`src/mwsc_ram.sv`:
```
// ----------------------------------------------------------------------------
// Generic RAM
// One write port and one read port with registered read data.
// ----------------------------------------------------------------------------
module mwsc_ram #(
	parameter int WIDTH = 8,
	parameter int DEPTH = 64,
	localparam int AW = (DEPTH > 1) ? $clog2(DEPTH) : 1
) (
	input  logic             clk,
	input  logic             we,
	input  logic [AW-1:0]    waddr,
	input  logic [WIDTH-1:0] wdata,
	input  logic [AW-1:0]    raddr,
	output logic [WIDTH-1:0] rdata
);

	logic [WIDTH-1:0] mem_q [DEPTH];

	always_ff @(posedge clk) begin
		if (we) begin
			mem_q[waddr] <= wdata;
		end
		rdata <= mem_q[raddr];
	end

endmodule

```
`config.mk`:
```
export PLATFORM = sky130hd
export DESIGN_NAME = mwsc_ram
export DESIGN_NICKNAME = d
export VERILOG_FILES = /design/src/mwsc_ram.sv
export SDC_FILE = /design/constraint.sdc
export NUM_CORES = 1
export LEC_CHECK = 0
export ABC_AREA = 1
export BUFFER_PORTS_ARGS = -buffer_cell sky130_fd_sc_hd__buf_4
export CAP_MARGIN = 20
export CORE_MARGIN = 2
export CORE_UTILIZATION = 57
export CTS_BUF_LIST = sky130_fd_sc_hd__clkbuf_4 sky130_fd_sc_hd__clkbuf_8
export DETAILED_ROUTE_END_ITERATION = 7
export PLACE_DENSITY = 0.75
export SLEW_MARGIN = 20
export SYNTH_ARGS = -nofsm -noshare
export SYNTH_HDL_FRONTEND = slang
export SYNTH_SLANG_ARGS = --single-unit
export TNS_END_PERCENT = 10
```
`constraint.sdc`:
```
create_clock -name clk -period 5.9 [get_ports clk]
set_input_delay 1.77 -clock clk [delete_from_list [all_inputs] [get_ports clk]]
set_output_delay 1.77 -clock clk [all_outputs]
set_load 0.05 [all_outputs]
```
* Word level (Yosys, flattened, before mapping)
Memories as Yosys holds them, arrays and structs flattened. A register that Yosys moved wholly into a read port is not among the register bits.
Index checks and enable logic that the tools add are counted.
** Cells by class
- Muxes and demuxes :: 2
** Operators with widths (count)
- 1-bit two-way mux :: 2
** Storage, ports and cells
- Register bits :: 0
- RAM bits :: 512
- Input bits :: 22
- Output and inout bits :: 8
- Word-level logic and storage cells :: 3
- Memories kept :: 1
** Memory list
- mem_q :: words 64, width 8, read ports 1, clocked after Yosys merged registers in 1, write ports 1, line 18 : logic [WIDTH-1:0] mem_q [DEPTH];

* Depth between registers and ports, before layout
Gate-level depths: netlist (run 1).
- Depth after elaboration :: 2
- Gate-level depth with buffers :: 12
- Gate-level depth less buffers :: 9

* Worst setup path before layout (run 1)
Ideal clock, no wire load.
- Path type :: input port to flip-flop
- Start point :: in we
- End point :: mem mem_q[48][0], enable pin
- Arrival time :: 3.141 ns
- Path slack :: 2.364 ns
- Stages on the path :: 3
- Path buffers :: 1
- Cells stage by stage :: clkbuf_1 > nand4_1 > nor4_1
** Between the ends
- Longest elaborated chain between the ends :: 2
** Ends and longest elaborated chain
- from (decl) :: line 11 : input logic we,
- 1-bit two-way mux :: line 21 : if (we) begin
- 1-bit two-way mux (not written as such) :: line 22 : mem_q[waddr] <= wdata;
- to (decl) :: line 18
No other way between the ends.

==> flow_metrics.env, run 1 <==
export IMPL_synth_area_sq_um=21300
export IMPL_ys_warn_count=0
export IMPL_power_mw=7.42
export IMPL_finalMaxSlewViolations=0
export IMPL_vias=14000
export IMPL_status="complete, no violations"
export IMPL_synth_cell_types=16
export IMPL_cts_resized=0
export IMPL_grt_overflow=0
export IMPL_hp_class="register to register"
export IMPL_grt_setup_unrepaired="no"
export IMPL_ys_seq_area_share_pct=72.8
export IMPL_critPathMaxFanout=222
export IMPL_dpl_hpwl_mm=27.3
export IMPL_fin_nets=1843
export IMPL_switching_share_pct=22.8
export IMPL_ys_seq_elements=520
export IMPL_fmaxAchievable_ghz=0.283
export IMPL_crit_required_ns=6.46
export IMPL_clkSlewWorstSetupHoldPaths_ns=0.06
export IMPL_tritoncts="yes"
export IMPL_p_leak_nw=8.29
export IMPL_coreArea_sq_um=36700
export IMPL_port_buffers=29
export IMPL_num_rows=70
export IMPL_relSlewSlack_pct=11.9
export IMPL_cts_buffers=82
export IMPL_maxCapViolations=0
export IMPL_ioPinCount=30
export IMPL_post_cts_setup_buffers=0
export IMPL_tns_ns=0
export IMPL_power_switching_mw=1.69
export IMPL_grt_usage_pct=26.2
export IMPL_avgRoutedWirePerCell_um=21.3
export IMPL_r2r_start="mem_q[55][5]"
export IMPL_grt_antenna_before_repair=0
export IMPL_wirelength_mm=49.9
export IMPL_drtAntennaViolNets=0
export IMPL_crit_arrival_ns=4.10
export IMPL_hold_start="mem_q[16][4]"
export IMPL_ff2ff_setup_slack_ns=4.53
export IMPL_drcViolationCount=0
export IMPL_crit_start="raddr[0]"
export IMPL_synth_nets=1827
export IMPL_critPathLaunchType="input port"
export IMPL_tightest_slew_ns=1.32
export IMPL_grt_first_pass_wirelength_mm=76.9
export IMPL_root_buffer="clkbuf_8"
export IMPL_routed_via_density=5.97
export IMPL_area_growth_pct=7.86
export IMPL_fillers=2738
export IMPL_syn_inst=1805
export IMPL_cts_hold_buf=0
export IMPL_finalSetupViolCount=0
export IMPL_finalWorstPathRequiredPeriod_ns=3.54
export IMPL_cts_buffer_depth=3
export IMPL_fin_crit_sh_pct=60.0
export IMPL_combPwrFrac_pct=6.5
export IMPL_grt_max_degree=223
export IMPL_die_w_um=197
export IMPL_initial_utilization_pct=58.1
export IMPL_dr_first_iter_drc_count=1579
export IMPL_grt_pass1_vias=13600
export IMPL_finalHoldViolCount=0
export IMPL_layout_drive_gt1_share_pct=9.07
export IMPL_firstDrtPassIters=5
export IMPL_cts_max_level=3
export IMPL_power_frac_clock_pct=38.1
export IMPL_irDropWorstVdd_mv=0.226
export IMPL_worst_setup_path_end_kind="register"
export IMPL_die_y_um=197
export IMPL_diodes=0
export IMPL_fin_worst_skew_ns=0.0162
export IMPL_power_density_nw_per_um2=322
export IMPL_worstSkewPairLatency_ns=0.62
export IMPL_place_gp_congestion=0.873
export IMPL_p_int_mw=5.72
export IMPL_dieArea_sq_um=39000
export IMPL_syn_avg_cell_area_sq_um=11.8
export IMPL_cts_num_sinks=520
export IMPL_critPathKind="input port to register"
export IMPL_p_seq_share_pct=55.3
## metrics by stage
step                worst slack [ns]  instances  instance area [sq um]  util [%]  hold WS, ns
floorplan                       2.36       1805                  21300         -        0.722
finish                          2.36       2343                  23000      62.7        0.812
global route                    2.19       2343                  23000      62.7        0.924
detailed placement              1.74       2205                  21500      58.6        0.795
CTS                             2.41       2343                  23000      62.7        0.819
global placement                1.78       2205                  21500      58.6        0.796
## cells in the final DEF (no fill, tap or decap), drive strengths merged
cell type and n:
edfxtp 512, nor4 8, clkbuf 115, dfxtp 8, nor2 56, inv 13
nand3 439, nand2 648, buf 45, nand4 9, clkinv 22
## logic make-up (layout without fill, tap and decap cells)
family	after synthesis	in the layout	share of synthesized area, %
AND/OR/NAND/NOR	1160	1160	23.2
flip-flops	520	520	72.8
buffers and inverters	125	195	4.02
## final cells by class
type | count | area [sq um] | area share, %
flip-flops and latches | 520 | 15500 | 67.5
multi-input cells | 1160 | 4950 | 21.5
clock buffers | 115 | 1400 | 6.09
well taps | 468 | 586 | 2.54
repair buffers | 45 | 392 | 1.70
clock inverters | 23 | 97.6 | 0.424
inverters | 12 | 52.6 | 0.228
## state kept, by name, summed over array words and instances, names as in the netlist
| name | count |
|---|---|
| rdata | 8 |
| mem_q | 512 |
## critical path, cell delays in order
cell     delay, ns
buf_6         0.27
buf_12        0.52
nand2_1       0.16
nand3_1       0.20
nand3_1       0.10
nand2_1       0.15
nand2_1       0.07
nand3_1       0.15
nand3_1       0.13
nand2_1       0.08
## cells in the mapped netlist (all sizes together)
cell / count / area, sq um
nand4: 9 / 56.3
nand3: 439 / 2200
dfxtp: 8 / 160
nor4: 8 / 50.1
buf: 98 / 752
inv: 12 / 50.1
nor2: 56 / 210
edfxtp: 512 / 15400
clkbuf: 15 / 56.3
nand2: 648 / 2430
## layer usage
layer  share of wire [%]  track usage [%]  wire (um)  up-vias
li1                    -                -          -     6381
met1                  40             35.0      19800     6797
met2                  49             42.6      24400      684
met3                 7.8             4.51       3890      119
met4                 3.7             11.8       1830        0
met5                   0                0          0        -
## power by group through the flow
stage	logic, mW	registers [mW]	clock network (mW)
3_3_place_gp	0.466	4.18	0
5_1_grt	0.524	4.11	3.02
6_report	0.483	4.11	2.83
4_1_cts	0.477	4.11	2.85
3_5_place_dp	0.476	4.18	0
2_1_floorplan	0.287	4.20	0
## worst paths after layout
kind,to,cells past startpoint
min reg2reg,rdata[4],8
max reg2reg,rdata[5],8
min,rdata[4],8
max,rdata[5],10
Power figures use the tool's default switching activity.
==> run 2: changes to the inputs <==
--- a/config.mk
+++ b/config.mk
@@ -5,7 +5,7 @@
 export SDC_FILE = /design/constraint.sdc
 export NUM_CORES = 1
 export LEC_CHECK = 0
-export ABC_AREA = 1
+export ABC_AREA = 0
 export BUFFER_PORTS_ARGS = -buffer_cell sky130_fd_sc_hd__buf_4
 export CAP_MARGIN = 20
 export CORE_MARGIN = 2
==> constraint.sdc (replaced) <==
create_clock -name clk -period 3.7 [get_ports clk]
set_input_delay 1.11 -clock clk [delete_from_list [all_inputs] [get_ports clk]]
set_output_delay 1.11 -clock clk [all_outputs]
set_load 0.05 [all_outputs]
==> run 2 against run 1 <==
Against the previous run: cell area down 0.33%; synthesized area is 5.5% lower; worst hold slack better by 0.016 ns; critical path depth is 3 lower; global-route usage is 1.8 points lower; count of clock-buffer cells in the layout shrank 10; power up 59%; routed wire length down 15%; critical path type unchanged; critical endpoint is now rdata[0].
==> flow_metrics.env, run 2 <==
export IMPL_status="complete, no violations"
export IMPL_finalSetupViolCount=0
export IMPL_finalHoldViolCount=0
export IMPL_critPathKind="input port to register"
export IMPL_cpPeakStageDelay_ns=0.53
export IMPL_root_buffer="clkbuf_8"
export IMPL_place_gp_congestion=0.785
export IMPL_clkSlewWorstSetupHoldPaths_ns=0.06
export IMPL_ys_seq_elements=520
export IMPL_largest_register="mem_q"
export IMPL_die_y_um=192
export IMPL_grt_antenna_before_repair=0
export IMPL_drtAntennaViolNets=0
export IMPL_layout_commonest_cell="edfxtp_1"
export IMPL_ys_warn_count=0
export IMPL_synth_cell_types=40
export IMPL_worst_setup_path_end_kind="register"
export IMPL_slowest_stage="mux4_2"
export IMPL_synth_edf_count=512
export IMPL_cts_num_sinks=520
export IMPL_ys_top_cells_by_count="512 x edfxtp_1, 126 x mux4_2, 83 x nor2_1, 23 x mux2i_1, 19 x nand2_1"
export IMPL_finalMaxSlewViolations=0
export IMPL_coreArea_sq_um=34700
export IMPL_tightest_slew_ns=0.765
export IMPL_critPathMaxFanout=35
export IMPL_ioPinCount=30
export IMPL_post_cts_setup_buffers=0
export IMPL_largest_reg_flops=512
export IMPL_crit_buf_inv=2
export IMPL_path_cells="clkbuf_8 -> buf_12 -> mux4_2 -> mux2_2 -> o22ai_1 -> nand2_1 -> o2bb2ai_1"
export IMPL_tritoncts="yes"
export IMPL_worstSetupEndpoint="rdata[0]"
export IMPL_avgRoutedWirePerCell_um=26.7
export IMPL_power_density_nw_per_um2=515
export IMPL_reg2regPathDepth=5
export IMPL_ys_seq_area_share_pct=77.0
export IMPL_grt_max_degree=65
export IMPL_cts_max_level=3
export IMPL_finalWorstPathRequiredPeriod_ns=2.77
export IMPL_tns_ns=0
export IMPL_crit_arrival_ns=3.24
export IMPL_layout_common_cells="512 x edfxtp_1, 126 x mux4_2, 103 x buf_4"
export IMPL_relSlewSlack_pct=48.8
export IMPL_syn_avg_cell_area_sq_um=21.5
export IMPL_synth_area_sq_um=20200
export IMPL_irDropWorstVdd_mv=0.290
export IMPL_synthArstFlopShare_pct=0
export IMPL_crit_required_ns=4.17
export IMPL_synth_most_common_cell="edfxtp_1"
export IMPL_dieArea_sq_um=36900
export IMPL_grt_setup_unrepaired="no"
export IMPL_grt_pass1_vias=10200
export IMPL_fin_crit_sh_pct=74.8
export IMPL_cts_resized=0
export IMPL_port_buffers=29
export IMPL_ff2ff_setup_slack_ns=1.71
export IMPL_fin_worst_skew_ns=0.0272
export IMPL_dpl_hpwl_mm=26.4
export IMPL_synthFlopType="edfxtp_1"
export IMPL_cpLargestDelayFamily="multiplexers"
export IMPL_layout_drive_gt1_share_pct=33.0
export IMPL_num_rows=68
export IMPL_top_regs="mem_q (512), rdata (8)"
export IMPL_diodes=0
export IMPL_hp_class="register to register"
export IMPL_die_w_um=192
export IMPL_grt_usage_pct=24.3
export IMPL_maxCapViolations=0
export IMPL_cts_hold_buf=0
export IMPL_r2r_start="mem_q[29][6]"
export IMPL_synthTopCellsByArea="edfxtp_1 76%, mux4_2 14%, nor2_1 1.5%"
export IMPL_p_leak_nw=7.39
export IMPL_fmaxAchievable_ghz=0.361
export IMPL_fin_ws_ns=0.931
export IMPL_critPathLaunchType="input port"
export IMPL_fin_nets=1106
export IMPL_cp_depth=7
export IMPL_vias=10100
export IMPL_grt_overflow=0
export IMPL_worstSkewPairLatency_ns=0.60
export IMPL_drcViolationCount=0
export IMPL_synth_nets=962
export IMPL_place_ws_ns=0.325
export IMPL_cts_buffers=80
export IMPL_firstDrtPassIters=5
export IMPL_crit_start="raddr[0]"
export IMPL_initial_utilization_pct=58.1
export IMPL_cts_buffer_depth=3
export IMPL_syn_inst=940
export IMPL_area_growth_pct=13.7
export IMPL_dr_first_iter_drc_count=1227
export IMPL_timing_rr_end="rdata[6]"
export IMPL_wirelength_mm=42.7
export IMPL_synth_top_area_share_pct=76.2
export IMPL_synth_top_cell_by_area="edfxtp_1"
export IMPL_routed_via_density=6.32
export IMPL_grt_first_pass_wirelength_mm=64.1
## run 2: changes by cell type after synthesis, moves of 14 or more
cell	before	now
nor2_1	56	83
buf_6	35	4
nand3_1	439	13
nor2b_1	0	14
mux2i_1	0	23
nand2_1	648	19
mux4_2	0	126
buf_2	37	11
## run 2: worst min path at each step
stage / startpoint / endpoint / slack [ns] / depth (start not counted)
final: mem_q[26][6] / rdata[6] / 0.83 / 3
after global routing: mem_q[26][6] / rdata[6] / 0.87 / 3
after CTS: mem_q[26][6] / rdata[6] / 0.83 / 3
after detailed placement: mem_q[31][6] / rdata[6] / 0.82 / 3
after global placement: mem_q[26][6] / rdata[6] / 0.79 / 3
after floorplan: mem_q[34][0] / rdata[0] / 0.72 / 4
## run 2: metal layers
metal | vias up | routed length (um) | GRT usage (%) | part of all wire, %
met5 | - | 0 | 0 | 0
met4 | 0 | 1030 | 7.87 | 2.4
met3 | 72 | 4220 | 5.32 | 9.9
met2 | 564 | 20200 | 37.1 | 47
met1 | 5228 | 17200 | 35.9 | 40
li1 | 4223 | - | - | -
## run 2: cell type report
cell class              instances  area (sq um)
well taps                     455           569
fillers                      2216         11800
clock buffers                 105          1320
flip-flops and latches        520         15500
clock inverters                34           233
multi-input cells             369          4320
repair buffers                113           967
## run 2: logic make-up after synthesis
kind of cell / share of synthesized area (%)
mux: 15.9
flops: 77.0
simple gates: 3.39
compound gates: 2.07
buf+inv: 1.57
## run 2: worst register-to-register path: stages, from the launching register on
cell and delay (ns):
edfxtp_1 0.36, mux4_2 0.46, mux2_2 0.28, o221a_2 0.27, nor3_1 0.34, o32ai_1 0.14
## run 2: power breakdown
group	switching (mW)	internal, mW	total (mW)	leakage, nW
Combinational	0.403	0.252	0.656	1.90
Sequential	0.0216	6.52	6.54	4.67
Clock	2.08	2.53	4.60	0.818
Total	2.50	9.30	11.8	7.39
## run 2: through the flow
stage	std cells	hold slack, ns	utilization, %	power [mW]	area [sq um]
detailed placement	1457	0.820	61.6	7.33	21400
floorplan	940	0.718	-	7.04	20200
global route	1596	0.867	66.1	12.2	22900
global placement	1457	0.789	61.6	7.31	21400
finish	1596	0.827	66.1	11.8	22900
CTS	1596	0.826	66.1	11.9	22900
==> run 3: changes to the inputs <==
==> constraint.sdc (replaced) <==
create_clock -name clk -period 2.6 [get_ports clk]
set_input_delay 0.78 -clock clk [delete_from_list [all_inputs] [get_ports clk]]
set_output_delay 0.78 -clock clk [all_outputs]
set_load 0.05 [all_outputs]
==> run 3 against run 2 <==
Against the previous run: routed wire length up 1.3%; power increased by 42%; sequential cell count did not move; cell area increased by 1.4%; critical path depth stayed put; combinational power increased by 49%; utilization up 0.94 points; via count increased by 0.80%; critical endpoint is now rdata[6].
==> flow_metrics.env, run 3 (same netlist as run 2, synthesis figures left out) <==
export IMPL_fin_ws_ns=0.244
export IMPL_p_leak_nw=7.62
export IMPL_relSlewSlack_pct=52.2
export IMPL_tightest_slew_ns=0.716
export IMPL_grt_antenna_before_repair=1
export IMPL_switching_share_pct=21.0
export IMPL_cts_max_level=3
export IMPL_coreArea_sq_um=34700
export IMPL_die_w_um=192
export IMPL_grt_usage_pct=24.9
export IMPL_tritoncts="yes"
export IMPL_cts_hold_buf=0
export IMPL_fin_worst_skew_ns=0.0320
export IMPL_fin_nets=1153
export IMPL_drcViolationCount=0
export IMPL_grt_setup_unrepaired="no"
export IMPL_fmaxAchievable_ghz=0.424
export IMPL_crit_required_ns=3.09
export IMPL_r2r_start="mem_q[28][6]"
export IMPL_area_growth_pct=15.4
export IMPL_place_ws_ns=-0.381
export IMPL_finalMaxSlewViolations=0
export IMPL_power_frac_clock_pct=38.8
export IMPL_layout_commonest_cell="edfxtp_1"
export IMPL_root_buffer="clkbuf_8"
export IMPL_crit_start="raddr[0]"
export IMPL_combPwrFrac_pct=5.8
export IMPL_place_gp_congestion=0.814
export IMPL_grt_max_degree=65
export IMPL_worst_setup_path_end_kind="register"
export IMPL_power_density_nw_per_um2=722
export IMPL_dp_cells=1504
export IMPL_cts_buffers=80
export IMPL_cts_num_sinks=520
export IMPL_irDropWorstVdd_mv=0.431
export IMPL_maxCapViolations=0
export IMPL_num_rows=68
export IMPL_dr_first_iter_drc_count=1122
export IMPL_firstDrtPassIters=5
export IMPL_critPathLaunchType="input port"
export IMPL_routed_via_density=6.20
export IMPL_die_y_um=192
export IMPL_avgRoutedWirePerCell_um=26.4
export IMPL_vias=10200
export IMPL_hp_class="input port to register"
export IMPL_p_int_mw=13.3
export IMPL_wirelength_mm=43.2
export IMPL_largest_reg_flops=512
export IMPL_layout_common_cells="512 x edfxtp_1, 150 x buf_4, 126 x mux4_2"
export IMPL_fillers=2205
export IMPL_finalWorstPathRequiredPeriod_ns=2.36
export IMPL_critPathKind="input port to register"
export IMPL_dpl_hpwl_mm=27.7
export IMPL_largest_register="mem_q"
export IMPL_finalHoldViolCount=0
export IMPL_layout_drive_gt1_share_pct=35.6
export IMPL_stdcell_count=1640
export IMPL_p_seq_share_pct=55.4
export IMPL_worstSkewPairLatency_ns=0.62
export IMPL_diodes=0
export IMPL_tns_ns=0
export IMPL_top_regs="mem_q (512), rdata (8)"
export IMPL_cts_resized=0
export IMPL_post_cts_setup_buffers=0
export IMPL_status="complete, no violations"
export IMPL_finalSetupViolCount=0
export IMPL_drtAntennaViolNets=0
export IMPL_crit_arrival_ns=2.84
export IMPL_power_switching_mw=3.53
export IMPL_critPathMaxFanout=15
export IMPL_grt_first_pass_wirelength_mm=65.5
export IMPL_port_buffers=29
export IMPL_ioPinCount=30
export IMPL_grt_pass1_vias=10500
export IMPL_initial_utilization_pct=58.1
export IMPL_dieArea_sq_um=36900
export IMPL_hold_start="raddr[5]"
export IMPL_clkSlewWorstSetupHoldPaths_ns=0.06
export IMPL_grt_overflow=0
export IMPL_cts_buffer_depth=3
export IMPL_fin_crit_sh_pct=90.6
==> run 3: cell count changes in the layout (fill, tap and decap cells not counted) <==
cell / previous run / this run
bufinv_16: 3 / 2
clkinvlp_4: 3 / 0
clkbuf_4: 20 / 31
buf_4: 103 / 150
clkinv_2: 12 / 4
clkbuf_8: 86 / 85
clkinv_1: 16 / 15
==> run 3: area by class of cell <==
cell class	count	area, sq um	area share [%]
clock buffers	115	1390	5.97
clock inverters	21	136	0.586
flip-flops and latches	520	15500	66.8
multi-input cells	369	4320	18.5
well taps	455	569	2.45
repair buffers	160	1320	5.67
==> run 3: power groups by stage <==
stage               sequential [mW]  combinational (mW)  clock, mW
finish                         9.32               0.976       6.52
global route                   9.32                1.04       6.99
CTS                            9.32               0.979       6.65
detailed placement             9.49               0.977          0
global placement               9.49               0.958          0
floorplan                      9.53               0.494          0
==> run 3: routing by layer <==
metal / vias up / wire length [um] / track usage [%]
met5: - / 9 / 0
met4: 2 / 1130 / 8.75
met3: 86 / 3620 / 5.24
li1: 4313 / - / -
met1: 5305 / 17600 / 35.7
met2: 462 / 20800 / 38.8
==> run 3: through the flow <==
| step | cell area (sq um) | total power [mW] | utilization (%) | hold slack, ns |
|---|---|---|---|---|
| after global placement | 21700 | 10.4 | 62.6 | 0.819 |
| after global routing | 23300 | 17.3 | 67.0 | 0.549 |
| after CTS | 23300 | 16.9 | 67.0 | 0.515 |
| after detailed placement | 21700 | 10.5 | 62.6 | 0.848 |
| final | 23300 | 16.8 | 67.0 | 0.559 |
| after floorplan | 20200 | 10.0 | - | 0.718 |
==> run 3: path summary, 6_finish.rpt <==
| path | endpoint | slack (ns) | cells after the start |
|---|---|---|---|
| max | rdata[6] | 0.24 | 7 |
| min | rdata[3] | 0.56 | 2 |
| max reg2reg | rdata[6] | 0.55 | 5 |
| min reg2reg | rdata[7] | 0.85 | 4 |
==> run 3: critical path, stage by stage <==
cell and delay (ns):
clkbuf_8 0.23, buf_4 0.19, mux4_2 0.50, mux2_2 0.28, o221a_2 0.27, nor3_1 0.41, o32ai_1 0.16
